==> src/rtl/speed_pi_loop_filtered_macros.svh <==
// Assertion macros for the speed PI loop block.
// Define ASSERT_OFF to compile every assertion out; no other dependencies.
`ifndef SPEED_PI_LOOP_FILTERED_MACROS_SVH
`define SPEED_PI_LOOP_FILTERED_MACROS_SVH
`ifndef ASSERT_OFF
// Plain property checked on every rising edge outside reset
`define SPF_ASSERT(lbl, ck, rn, prop, msg) \
    lbl: assert property (@(posedge ck) disable iff (!rn) (prop)) else $error(msg);
// Consequent checked in the cycle after the antecedent
`define SPF_ASSERT_NEXT(lbl, ck, rn, ante, cons, msg) \
    lbl: assert property (@(posedge ck) disable iff (!rn) (ante) |=> (cons)) else $error(msg);
`else
`define SPF_ASSERT(lbl, ck, rn, prop, msg)
`define SPF_ASSERT_NEXT(lbl, ck, rn, ante, cons, msg)
`endif
`endif

==> src/rtl/spf_pkg.sv <==
// Shared types and constants of the speed PI loop block.
// No dependencies; used by spf_regs and speed_pi_loop_filtered.
package spf_pkg;

    // Fixed point: 8 fraction bits, filter 0.7/0.3 in Q8
    localparam int unsigned FRAC_BITS = 8;
    localparam logic signed [8:0] FILT_OLD_COEF = 9'sd179;
    localparam logic signed [8:0] FILT_NEW_COEF = 9'sd77;

    // Output saturation bounds
    localparam int unsigned OUT_W = 24;
    localparam logic signed [OUT_W-1:0] OUT_MAX = 24'sh7FFFFF;
    localparam logic signed [OUT_W-1:0] OUT_MIN = 24'sh800000;

    // Configuration port geometry
    localparam int unsigned PADDR_W = 5;
    localparam int unsigned PDATA_W = 32;
    localparam int unsigned REG_IDX_W = 3;

    typedef enum logic [REG_IDX_W-1:0] {
        REG_PROP_GAIN   = 3'd0,
        REG_INTEG_GAIN  = 3'd1,
        REG_INTEG_LIMIT = 3'd2,
        REG_TILT_LIMIT  = 3'd3,
        REG_DRIVE_STEP  = 3'd4
    } reg_idx_t;

    // Reset values
    localparam logic [15:0] PROP_GAIN_RST   = 16'd25600;
    localparam logic [15:0] INTEG_GAIN_RST  = 16'd128;
    localparam logic [15:0] INTEG_LIMIT_RST = 16'd10000;
    localparam logic [7:0]  TILT_LIMIT_RST  = 8'd40;
    localparam logic [7:0]  DRIVE_STEP_RST  = 8'd20;

    typedef struct packed {
        logic [15:0] prop_gain;
        logic [15:0] integ_gain;
        logic [15:0] integ_limit;
        logic [7:0]  tilt_limit;
        logic [7:0]  drive_step;
    } spf_cfg_t;

endpackage

==> src/rtl/speed_pi_loop_filtered.sv <==
// Top level of the speed PI loop: low-pass filter, clamped integral, PI output.
// Depends on spf_pkg, spf_regs and speed_pi_loop_filtered_macros.svh.
//
// Usage:
//   One input beat per control tick on s_tvalid/s_tready/s_tdata carries
//   left_count, right_count, pitch_deg, fwd_cmd and back_cmd. One result
//   beat per input on m_tvalid/m_tready/m_tdata carries drive_out.
//   Gains and limits sit in the APB register file; write them while idle.
// Stages and throughput:
//   Five register stages (input, filter, integral, products, output). One
//   beat per cycle is accepted while no stall holds the pipeline; the
//   filter and integral recurrences each close in a single stage, which
//   sets that rate.
// Reset:
//   Filtered speed and integral clear to zero, registers take their
//   defaults, all stage valids clear.
// Stall:
//   Each stage holds while the stage after it is full and stalled, so
//   bubbles are squeezed out and s_tready drops only once every stage holds
//   a beat behind a stalled m_tready.
module speed_pi_loop_filtered #(
    parameter int unsigned COUNT_BITS = 16
) (
    input  logic                                      clk,
    input  logic                                      rst_n,
    // s_tdata: left_count, right_count, pitch_deg[8:0], fwd_cmd, back_cmd
    input  logic                                      s_tvalid,
    output logic                                      s_tready,
    input  logic [((2*COUNT_BITS+11+7)/8)*8-1:0]      s_tdata,
    // m_tdata: drive_out[23:0]
    output logic                                      m_tvalid,
    input  logic                                      m_tready,
    output logic [spf_pkg::OUT_W-1:0]                 m_tdata,
    input  logic                                      psel,
    input  logic                                      penable,
    input  logic                                      pwrite,
    input  logic [spf_pkg::PADDR_W-1:0]               paddr,
    input  logic [spf_pkg::PDATA_W-1:0]               pwdata,
    output logic [spf_pkg::PDATA_W-1:0]               prdata,
    output logic                                      pready
);
    import spf_pkg::*;

    `include "speed_pi_loop_filtered_macros.svh"

    // State width: room for the filtered sum and for a full integral clamp
    localparam int unsigned SW    = (COUNT_BITS + 10 > 26) ? COUNT_BITS + 10 : 26;
    localparam int unsigned SUM_W = COUNT_BITS + 1;
    localparam int unsigned AW    = SW + 2;
    localparam int unsigned PW    = SW + 17;
    localparam int unsigned TW    = SW + 18;

    spf_cfg_t cfg;

    spf_regs u_regs (
        .clk     (clk),
        .rst_n   (rst_n),
        .psel    (psel),
        .penable (penable),
        .pwrite  (pwrite),
        .paddr   (paddr),
        .pwdata  (pwdata),
        .prdata  (prdata),
        .pready  (pready),
        .cfg     (cfg)
    );

    // Stage enables, walking back from the output register
    logic en_out, en3, en2, en1, en0;
    logic v0_reg, v1_reg, v2_reg, v3_reg, out_valid_reg;

    assign en_out   = !out_valid_reg || m_tready;
    assign en3      = !v3_reg || en_out;
    assign en2      = !v2_reg || en3;
    assign en1      = !v1_reg || en2;
    assign en0      = !v0_reg || en1;
    assign s_tready = en0;
    assign m_tvalid = out_valid_reg;

    // Stage 0: input register
    logic signed [COUNT_BITS-1:0] left0_reg, right0_reg;
    logic signed [8:0]            pitch0_reg;
    logic                         fwd0_reg, back0_reg;

    always_ff @(posedge clk or negedge rst_n)
    begin
        if (!rst_n)
            v0_reg <= 1'b0;
        else if (en0)
            v0_reg <= s_tvalid;
    end

    always_ff @(posedge clk)
    begin
        if (en0 && s_tvalid)
        begin
            left0_reg  <= s_tdata[COUNT_BITS-1:0];
            right0_reg <= s_tdata[2*COUNT_BITS-1:COUNT_BITS];
            pitch0_reg <= s_tdata[2*COUNT_BITS+8:2*COUNT_BITS];
            fwd0_reg   <= s_tdata[2*COUNT_BITS+9];
            back0_reg  <= s_tdata[2*COUNT_BITS+10];
        end
    end

    // Stage 1: low-pass filter, filt = (179*filt + 77*(sum<<8)) >>> 8
    logic signed [SW-1:0]    filt_reg;
    logic signed [SUM_W-1:0] wheel_sum;
    logic signed [SW-1:0]    sum_q;
    logic signed [SW+8:0]    filt_acc;
    logic signed [SW-1:0]    filt_next;
    logic signed [8:0]       pitch1_reg;
    logic                    fwd1_reg, back1_reg;

    assign wheel_sum = SUM_W'(left0_reg) + SUM_W'(right0_reg);
    assign sum_q     = $signed({{(SW-SUM_W-FRAC_BITS){wheel_sum[SUM_W-1]}},
                                wheel_sum, {FRAC_BITS{1'b0}}});
    assign filt_acc  = (SW+9)'(filt_reg) * (SW+9)'(FILT_OLD_COEF)
                     + (SW+9)'(sum_q) * (SW+9)'(FILT_NEW_COEF);
    assign filt_next = filt_acc[SW+FRAC_BITS-1:FRAC_BITS];

    always_ff @(posedge clk or negedge rst_n)
    begin
        if (!rst_n)
        begin
            v1_reg   <= 1'b0;
            filt_reg <= '0;
        end
        else if (en1)
        begin
            v1_reg <= v0_reg;
            if (v0_reg)
                filt_reg <= filt_next;
        end
    end

    always_ff @(posedge clk)
    begin
        if (en1 && v0_reg)
        begin
            pitch1_reg <= pitch0_reg;
            fwd1_reg   <= fwd0_reg;
            back1_reg  <= back0_reg;
        end
    end

    // Stage 2: integral with drive offset, clamp, tilt clear
    logic signed [SW-1:0] integ_reg;
    logic signed [AW-1:0] step_q, lim_q, integ_acc, integ_clamp;
    logic [8:0]           pitch_mag;
    logic                 tilt_trip;
    logic signed [SW-1:0] filt2_reg, integ2_reg;

    assign step_q = $signed(AW'({cfg.drive_step, {FRAC_BITS{1'b0}}}));
    assign lim_q  = $signed(AW'({cfg.integ_limit, {FRAC_BITS{1'b0}}}));

    always_comb
    begin
        integ_acc = AW'(integ_reg) + AW'(filt_reg);
        if (fwd1_reg)
            integ_acc = integ_acc - step_q;
        else if (back1_reg)
            integ_acc = integ_acc + step_q;
        if (integ_acc > lim_q)
            integ_clamp = lim_q;
        else if (integ_acc < -lim_q)
            integ_clamp = -lim_q;
        else
            integ_clamp = integ_acc;
    end

    assign pitch_mag = pitch1_reg[8] ? 9'(-pitch1_reg) : 9'(pitch1_reg);
    assign tilt_trip = pitch_mag > {1'b0, cfg.tilt_limit};

    always_ff @(posedge clk or negedge rst_n)
    begin
        if (!rst_n)
        begin
            v2_reg    <= 1'b0;
            integ_reg <= '0;
        end
        else if (en2)
        begin
            v2_reg <= v1_reg;
            if (v1_reg)
                integ_reg <= tilt_trip ? '0 : integ_clamp[SW-1:0];
        end
    end

    always_ff @(posedge clk)
    begin
        if (en2 && v1_reg)
        begin
            filt2_reg  <= filt_reg;
            integ2_reg <= integ_clamp[SW-1:0];
        end
    end

    // Stage 3: gain products, Q16
    logic signed [PW-1:0] prop_prod_reg, integ_prod_reg;

    always_ff @(posedge clk or negedge rst_n)
    begin
        if (!rst_n)
            v3_reg <= 1'b0;
        else if (en3)
            v3_reg <= v2_reg;
    end

    always_ff @(posedge clk)
    begin
        if (en3 && v2_reg)
        begin
            prop_prod_reg  <= PW'($signed({1'b0, cfg.prop_gain})) * PW'(filt2_reg);
            integ_prod_reg <= PW'($signed({1'b0, cfg.integ_gain})) * PW'(integ2_reg);
        end
    end

    // Stage 4: sum, floor shift by 16, saturate to the output width
    logic signed [TW-1:0]    prod_sum;
    logic signed [AW-1:0]    res_full;
    logic signed [OUT_W-1:0] drive_next;
    logic [OUT_W-1:0]        drive_out_reg;

    assign prod_sum = TW'(prop_prod_reg) + TW'(integ_prod_reg);
    assign res_full = prod_sum[TW-1:2*FRAC_BITS];

    always_comb
    begin
        if (res_full > AW'(OUT_MAX))
            drive_next = OUT_MAX;
        else if (res_full < AW'(OUT_MIN))
            drive_next = OUT_MIN;
        else
            drive_next = res_full[OUT_W-1:0];
    end

    always_ff @(posedge clk or negedge rst_n)
    begin
        if (!rst_n)
            out_valid_reg <= 1'b0;
        else if (en_out)
            out_valid_reg <= v3_reg;
    end

    always_ff @(posedge clk)
    begin
        if (en_out && v3_reg)
            drive_out_reg <= drive_next;
    end

    assign m_tdata = drive_out_reg;

    // Checks
    `SPF_ASSERT(a_ready_when_empty, clk, rst_n, !out_valid_reg |-> s_tready, "stall with empty output")
    `SPF_ASSERT_NEXT(a_integ_in_limit, clk, rst_n, en2 && v1_reg, (integ2_reg <= $past(lim_q)) && (integ2_reg >= -$past(lim_q)), "integral past clamp")
    `SPF_ASSERT_NEXT(a_tilt_clears, clk, rst_n, en2 && v1_reg && tilt_trip, integ_reg == '0, "tilt did not clear integral")
    `SPF_ASSERT_NEXT(a_result_lands, clk, rst_n, v3_reg && en_out, out_valid_reg, "product stage beat lost")

endmodule

==> src/rtl/spf_regs.sv <==
// APB-style configuration registers of the speed PI loop block.
// Depends on spf_pkg for the register map, reset values and spf_cfg_t.
module spf_regs (
    input  logic                           clk,
    input  logic                           rst_n,
    input  logic                           psel,
    input  logic                           penable,
    input  logic                           pwrite,
    input  logic [spf_pkg::PADDR_W-1:0]    paddr,
    input  logic [spf_pkg::PDATA_W-1:0]    pwdata,
    output logic [spf_pkg::PDATA_W-1:0]    prdata,
    output logic                           pready,
    output spf_pkg::spf_cfg_t              cfg
);
    import spf_pkg::*;

    spf_cfg_t               cfg_reg;
    logic                   wr_en;
    logic [REG_IDX_W-1:0]   idx;

    assign pready = 1'b1;
    assign wr_en  = psel & penable & pwrite & pready;
    assign idx    = paddr[PADDR_W-1:2];
    assign cfg    = cfg_reg;

    // Register writes; indexes past the map are dropped
    always_ff @(posedge clk or negedge rst_n)
    begin
        if (!rst_n)
        begin
            cfg_reg.prop_gain   <= PROP_GAIN_RST;
            cfg_reg.integ_gain  <= INTEG_GAIN_RST;
            cfg_reg.integ_limit <= INTEG_LIMIT_RST;
            cfg_reg.tilt_limit  <= TILT_LIMIT_RST;
            cfg_reg.drive_step  <= DRIVE_STEP_RST;
        end
        else if (wr_en)
        begin
            case (idx)
                REG_PROP_GAIN:   cfg_reg.prop_gain   <= pwdata[15:0];
                REG_INTEG_GAIN:  cfg_reg.integ_gain  <= pwdata[15:0];
                REG_INTEG_LIMIT: cfg_reg.integ_limit <= pwdata[15:0];
                REG_TILT_LIMIT:  cfg_reg.tilt_limit  <= pwdata[7:0];
                REG_DRIVE_STEP:  cfg_reg.drive_step  <= pwdata[7:0];
                default:         ;
            endcase
        end
    end

    // Read mux
    always_comb
    begin
        case (idx)
            REG_PROP_GAIN:   prdata = PDATA_W'(cfg_reg.prop_gain);
            REG_INTEG_GAIN:  prdata = PDATA_W'(cfg_reg.integ_gain);
            REG_INTEG_LIMIT: prdata = PDATA_W'(cfg_reg.integ_limit);
            REG_TILT_LIMIT:  prdata = PDATA_W'(cfg_reg.tilt_limit);
            REG_DRIVE_STEP:  prdata = PDATA_W'(cfg_reg.drive_step);
            default:         prdata = '0;
        endcase
    end

endmodule
==> config.mk <==
export PLATFORM = sky130hd
export DESIGN_NAME = speed_pi_loop_filtered
export DESIGN_NICKNAME = d
export VERILOG_FILES = /design/src/rtl/spf_pkg.sv /design/src/rtl/speed_pi_loop_filtered.sv /design/src/rtl/spf_regs.sv
export VERILOG_INCLUDE_DIRS = /design/src /design/src/rtl
export SDC_FILE = /design/constraint.sdc
export NUM_CORES = 2
export LEC_CHECK = 0
export BUFFER_PORTS_ARGS = -buffer_cell sky130_fd_sc_hd__buf_4
export CORE_ASPECT_RATIO = 0.75
export CORE_MARGIN = 2
export CORE_UTILIZATION = 40
export DETAILED_ROUTE_END_ITERATION = 8
export PLACE_DENSITY = 0.66
export SYNTH_ARGS = -nofsm -noshare
export SYNTH_HDL_FRONTEND = slang
export SYNTH_SLANG_ARGS = --single-unit
==> constraint.sdc <==
create_clock -name clk -period 24.1 [get_ports clk]
set_input_delay 6.025 -clock clk [delete_from_list [all_inputs] [get_ports clk]]
set_output_delay 6.025 -clock clk [all_outputs]
set_load 0.1 [all_outputs]
==> metrics.txt <==
sequential element share of the synthesized area=17.54%; Final Cell Area=roughly 58,000 µm²; Worst Skew=0.06232 ns; worst min-delay path class=reg2reg; FF-to-FF Start=left0_reg[0]; clock latency on the worst-skew pair=0.65 ns; metal2 WL=roughly 60,000 µm; largest net degree at the start of global routing=86; DRC Markers=0; Ys Warns=0; CP max FO=30; synthesized instance count=5,579; top layer reached by signal wires=met5; layout cell share with drive strength beyond 1=6.251%; first-pass GRT wire length=225,100 µm; Met3 Routed Length=~13,000 µm; hold depth=0; crit path time final=13.59 ns; Chip Width=429.6 µm; Synth Flop Type=edfxtp_1; wire per inst=19.12 µm; type of the worst setup path=in2out; First DRT Iteration DRCs=2,778; Max Cap Viol=0; Starting Density=40.17%; full die area=138,800 µm²; area grow syn2layout=7.390%; CTS hold repair buffers=0; TritonCTS clock tree=done; drt first pass iters=7; final worst slack=10.51 ns; total wire length=141,600 µm; vias in the first global route=between 30,000 and 40,000; clk sinks=337; max reg flops=64; Setup TNS=0 ns; half-perimeter wire length after placement=~110,000 µm; Max-slew headroom=24.88%; gr usage total=20.79%; wl on met1=65,610 µm; Post-synth EDFFs=216; crit start category=input pin; Vias/cell=5.182; Reg2Reg Setup Slack=about 15 ns; CTS buffer count=40; FP Rows=between 100 and 150; Slew @ Worst Pin=1.112 ns; clock-pin slew on the worst setup and hold paths=0.06 ns; crit share post-route=56.38%; Synth cell types=97; Crit path required time=18.07 ns; Syn Area/Cell=roughly 9.7 µm²; H-tree Lvls=2; PostCTS Resize Cnt=0; Worst setup EP type=output pin; f_max=73.60 MHz; Final setup violation count=0; RSZ-0062 raised after global routing=no; final hold vios=0; antenna-violating nets left=0; worst r2r path cells=27; Hold Slack=0.4187 ns; WP data arrival=7.56 ns; Root Buffer=clkbuf_16; I/O pins=151; register bit count reported by yosys=approximately 340; Core Region=135,300 µm²; postcts setup bufs=0; via count=38,366; PortBufs=110; placed inst area=56,990 µm²; antenna violations before repair=6; r2r endpoint=filt_reg[25]; Die Y=323.2 µm; Synth Cell Area=~54,000 µm²; pre-CTS setup slack=10.55 ns; Hold Path End=pitch1_reg[1]; # nets final=7,128; Slew Limit Fails=0; total gr overflow=0; clock buffer depth=3; asr flop ratio synth=35.91%; Hold Crit Start=pitch0_reg[1]; status=completed; Placer Congestion=0.9102
==> cell usage after synthesis, types with 18 or more instances <==
cell type  instances  area (µm²)
o21bai_1          20       150.1
nor2b_1           36       225.2
mux2_2            51       574.3
nand4_1           29       181.4
buf_4             18       135.1
xor2_1            76       665.6
nor2_1           146       548.0
nand2_1          652        2447
clkbuf_1         191       716.9
a21oi_1          190       950.9
mux2i_1           34       340.3
xnor2_1          143        1252
o31ai_1           22       165.2
and3_1            21       131.4
nand3_1           52       260.3
and2_1           367        2296
ha_1             514        6431
fa_1             938       18780
o21a_1            41       307.8
o21ai_0          135       675.7
inv_1           1130        4242
a21o_1            95       713.2
nor3_1            52       260.3
dfrtp_1          108        2703
nand2b_1          32       200.2
edfxtp_1         216        6486
==> cell families (layout without fill, tap and decap cells) <==
logic type | after synthesis | count (layout) | share of synthesized area (%)
compound gates | 686 | 686 | 8.392
other cells | 2 | 20 | 0.01382
mux | 86 | 86 | 1.711
fa+ha+maj | 1452 | 1452 | 46.40
simple gates | 1446 | 1446 | 12.87
flops | 337 | 337 | 17.54
xor+xnor | 221 | 221 | 3.602
buf+inv | 1349 | 1370 | 9.478
==> area by class of cell <==
type / instances / area, µm²
fillers: 12959 / 76920
well taps: 1785 / 2233
inverters: 1130 / 4242
repair buffers: 167 / 1254
clock inverters: 24 / 285.3
diodes: 3 / 7.507
flip-flops and latches: 337 / 9533
multi-input cells: 3908 / 39730
clock buffers: 49 / 1066
==> worst max-delay path by stage <==
stage / from / endpoint / slack [ns] / cells past startpoint
final: paddr[3] / prdata[4] / 10.51 / 5
after global routing: paddr[3] / prdata[4] / 10.42 / 5
after CTS: paddr[3] / prdata[4] / 10.56 / 5
after detailed placement: paddr[3] / prdata[4] / 10.55 / 5
after global placement: paddr[3] / prdata[4] / 10.63 / 5
after floorplan: paddr[4] / prdata[6] / 9.61 / 6
==> through the flow <==
| stage | instances | utilization (%) |
|---|---|---|
| floorplan | 5594 | - |
| global placement | 7327 | 42.13 |
| detailed placement | 7327 | 42.13 |
| CTS | 7400 | 43.13 |
| global route | 7400 | 43.13 |
| finish | 7403 | 43.14 |
==> routing by layer <==
layer | vias up | GRT usage (%)
met4 | 10 | 4.828
met5 | - | 0
met2 | 1331 | 30.21
li1 | 17557 | -
met1 | 19298 | 30.66
met3 | 170 | 5.669
==> placed cells by master (no fill, tap or decap), drive strengths merged, types with 11 or more instances in the layout <==
cell	n
a211oi	16
a21o	97
a21oi	191
a22o	13
a31oi	11
and2	367
and3	22
buf	167
clkbuf	49
clkinv	13
conb	17
dfrtp	108
dfstp	13
edfxtp	216
fa	938
ha	514
inv	1137
mux2	52
mux2i	34
nand2	653
nand2b	32
nand3	52
nand4	29
nor2	146
nor2b	36
nor3	54
o211ai	14
o21a	41
o21ai	139
o21bai	20
o22ai	13
o31ai	24
or2	15
or3	13
xnor2	143
xor2	77
==> critical path, stage by stage <==
cell,delay (ns)
buf_4,0.33
nor2b_1,0.48
a21oi_1,0.16
o22ai_1,0.21
buf_4,0.33
Power is not shown: default switching activity piles up to over one toggle a cycle in this logic, so the estimate is an artifact.
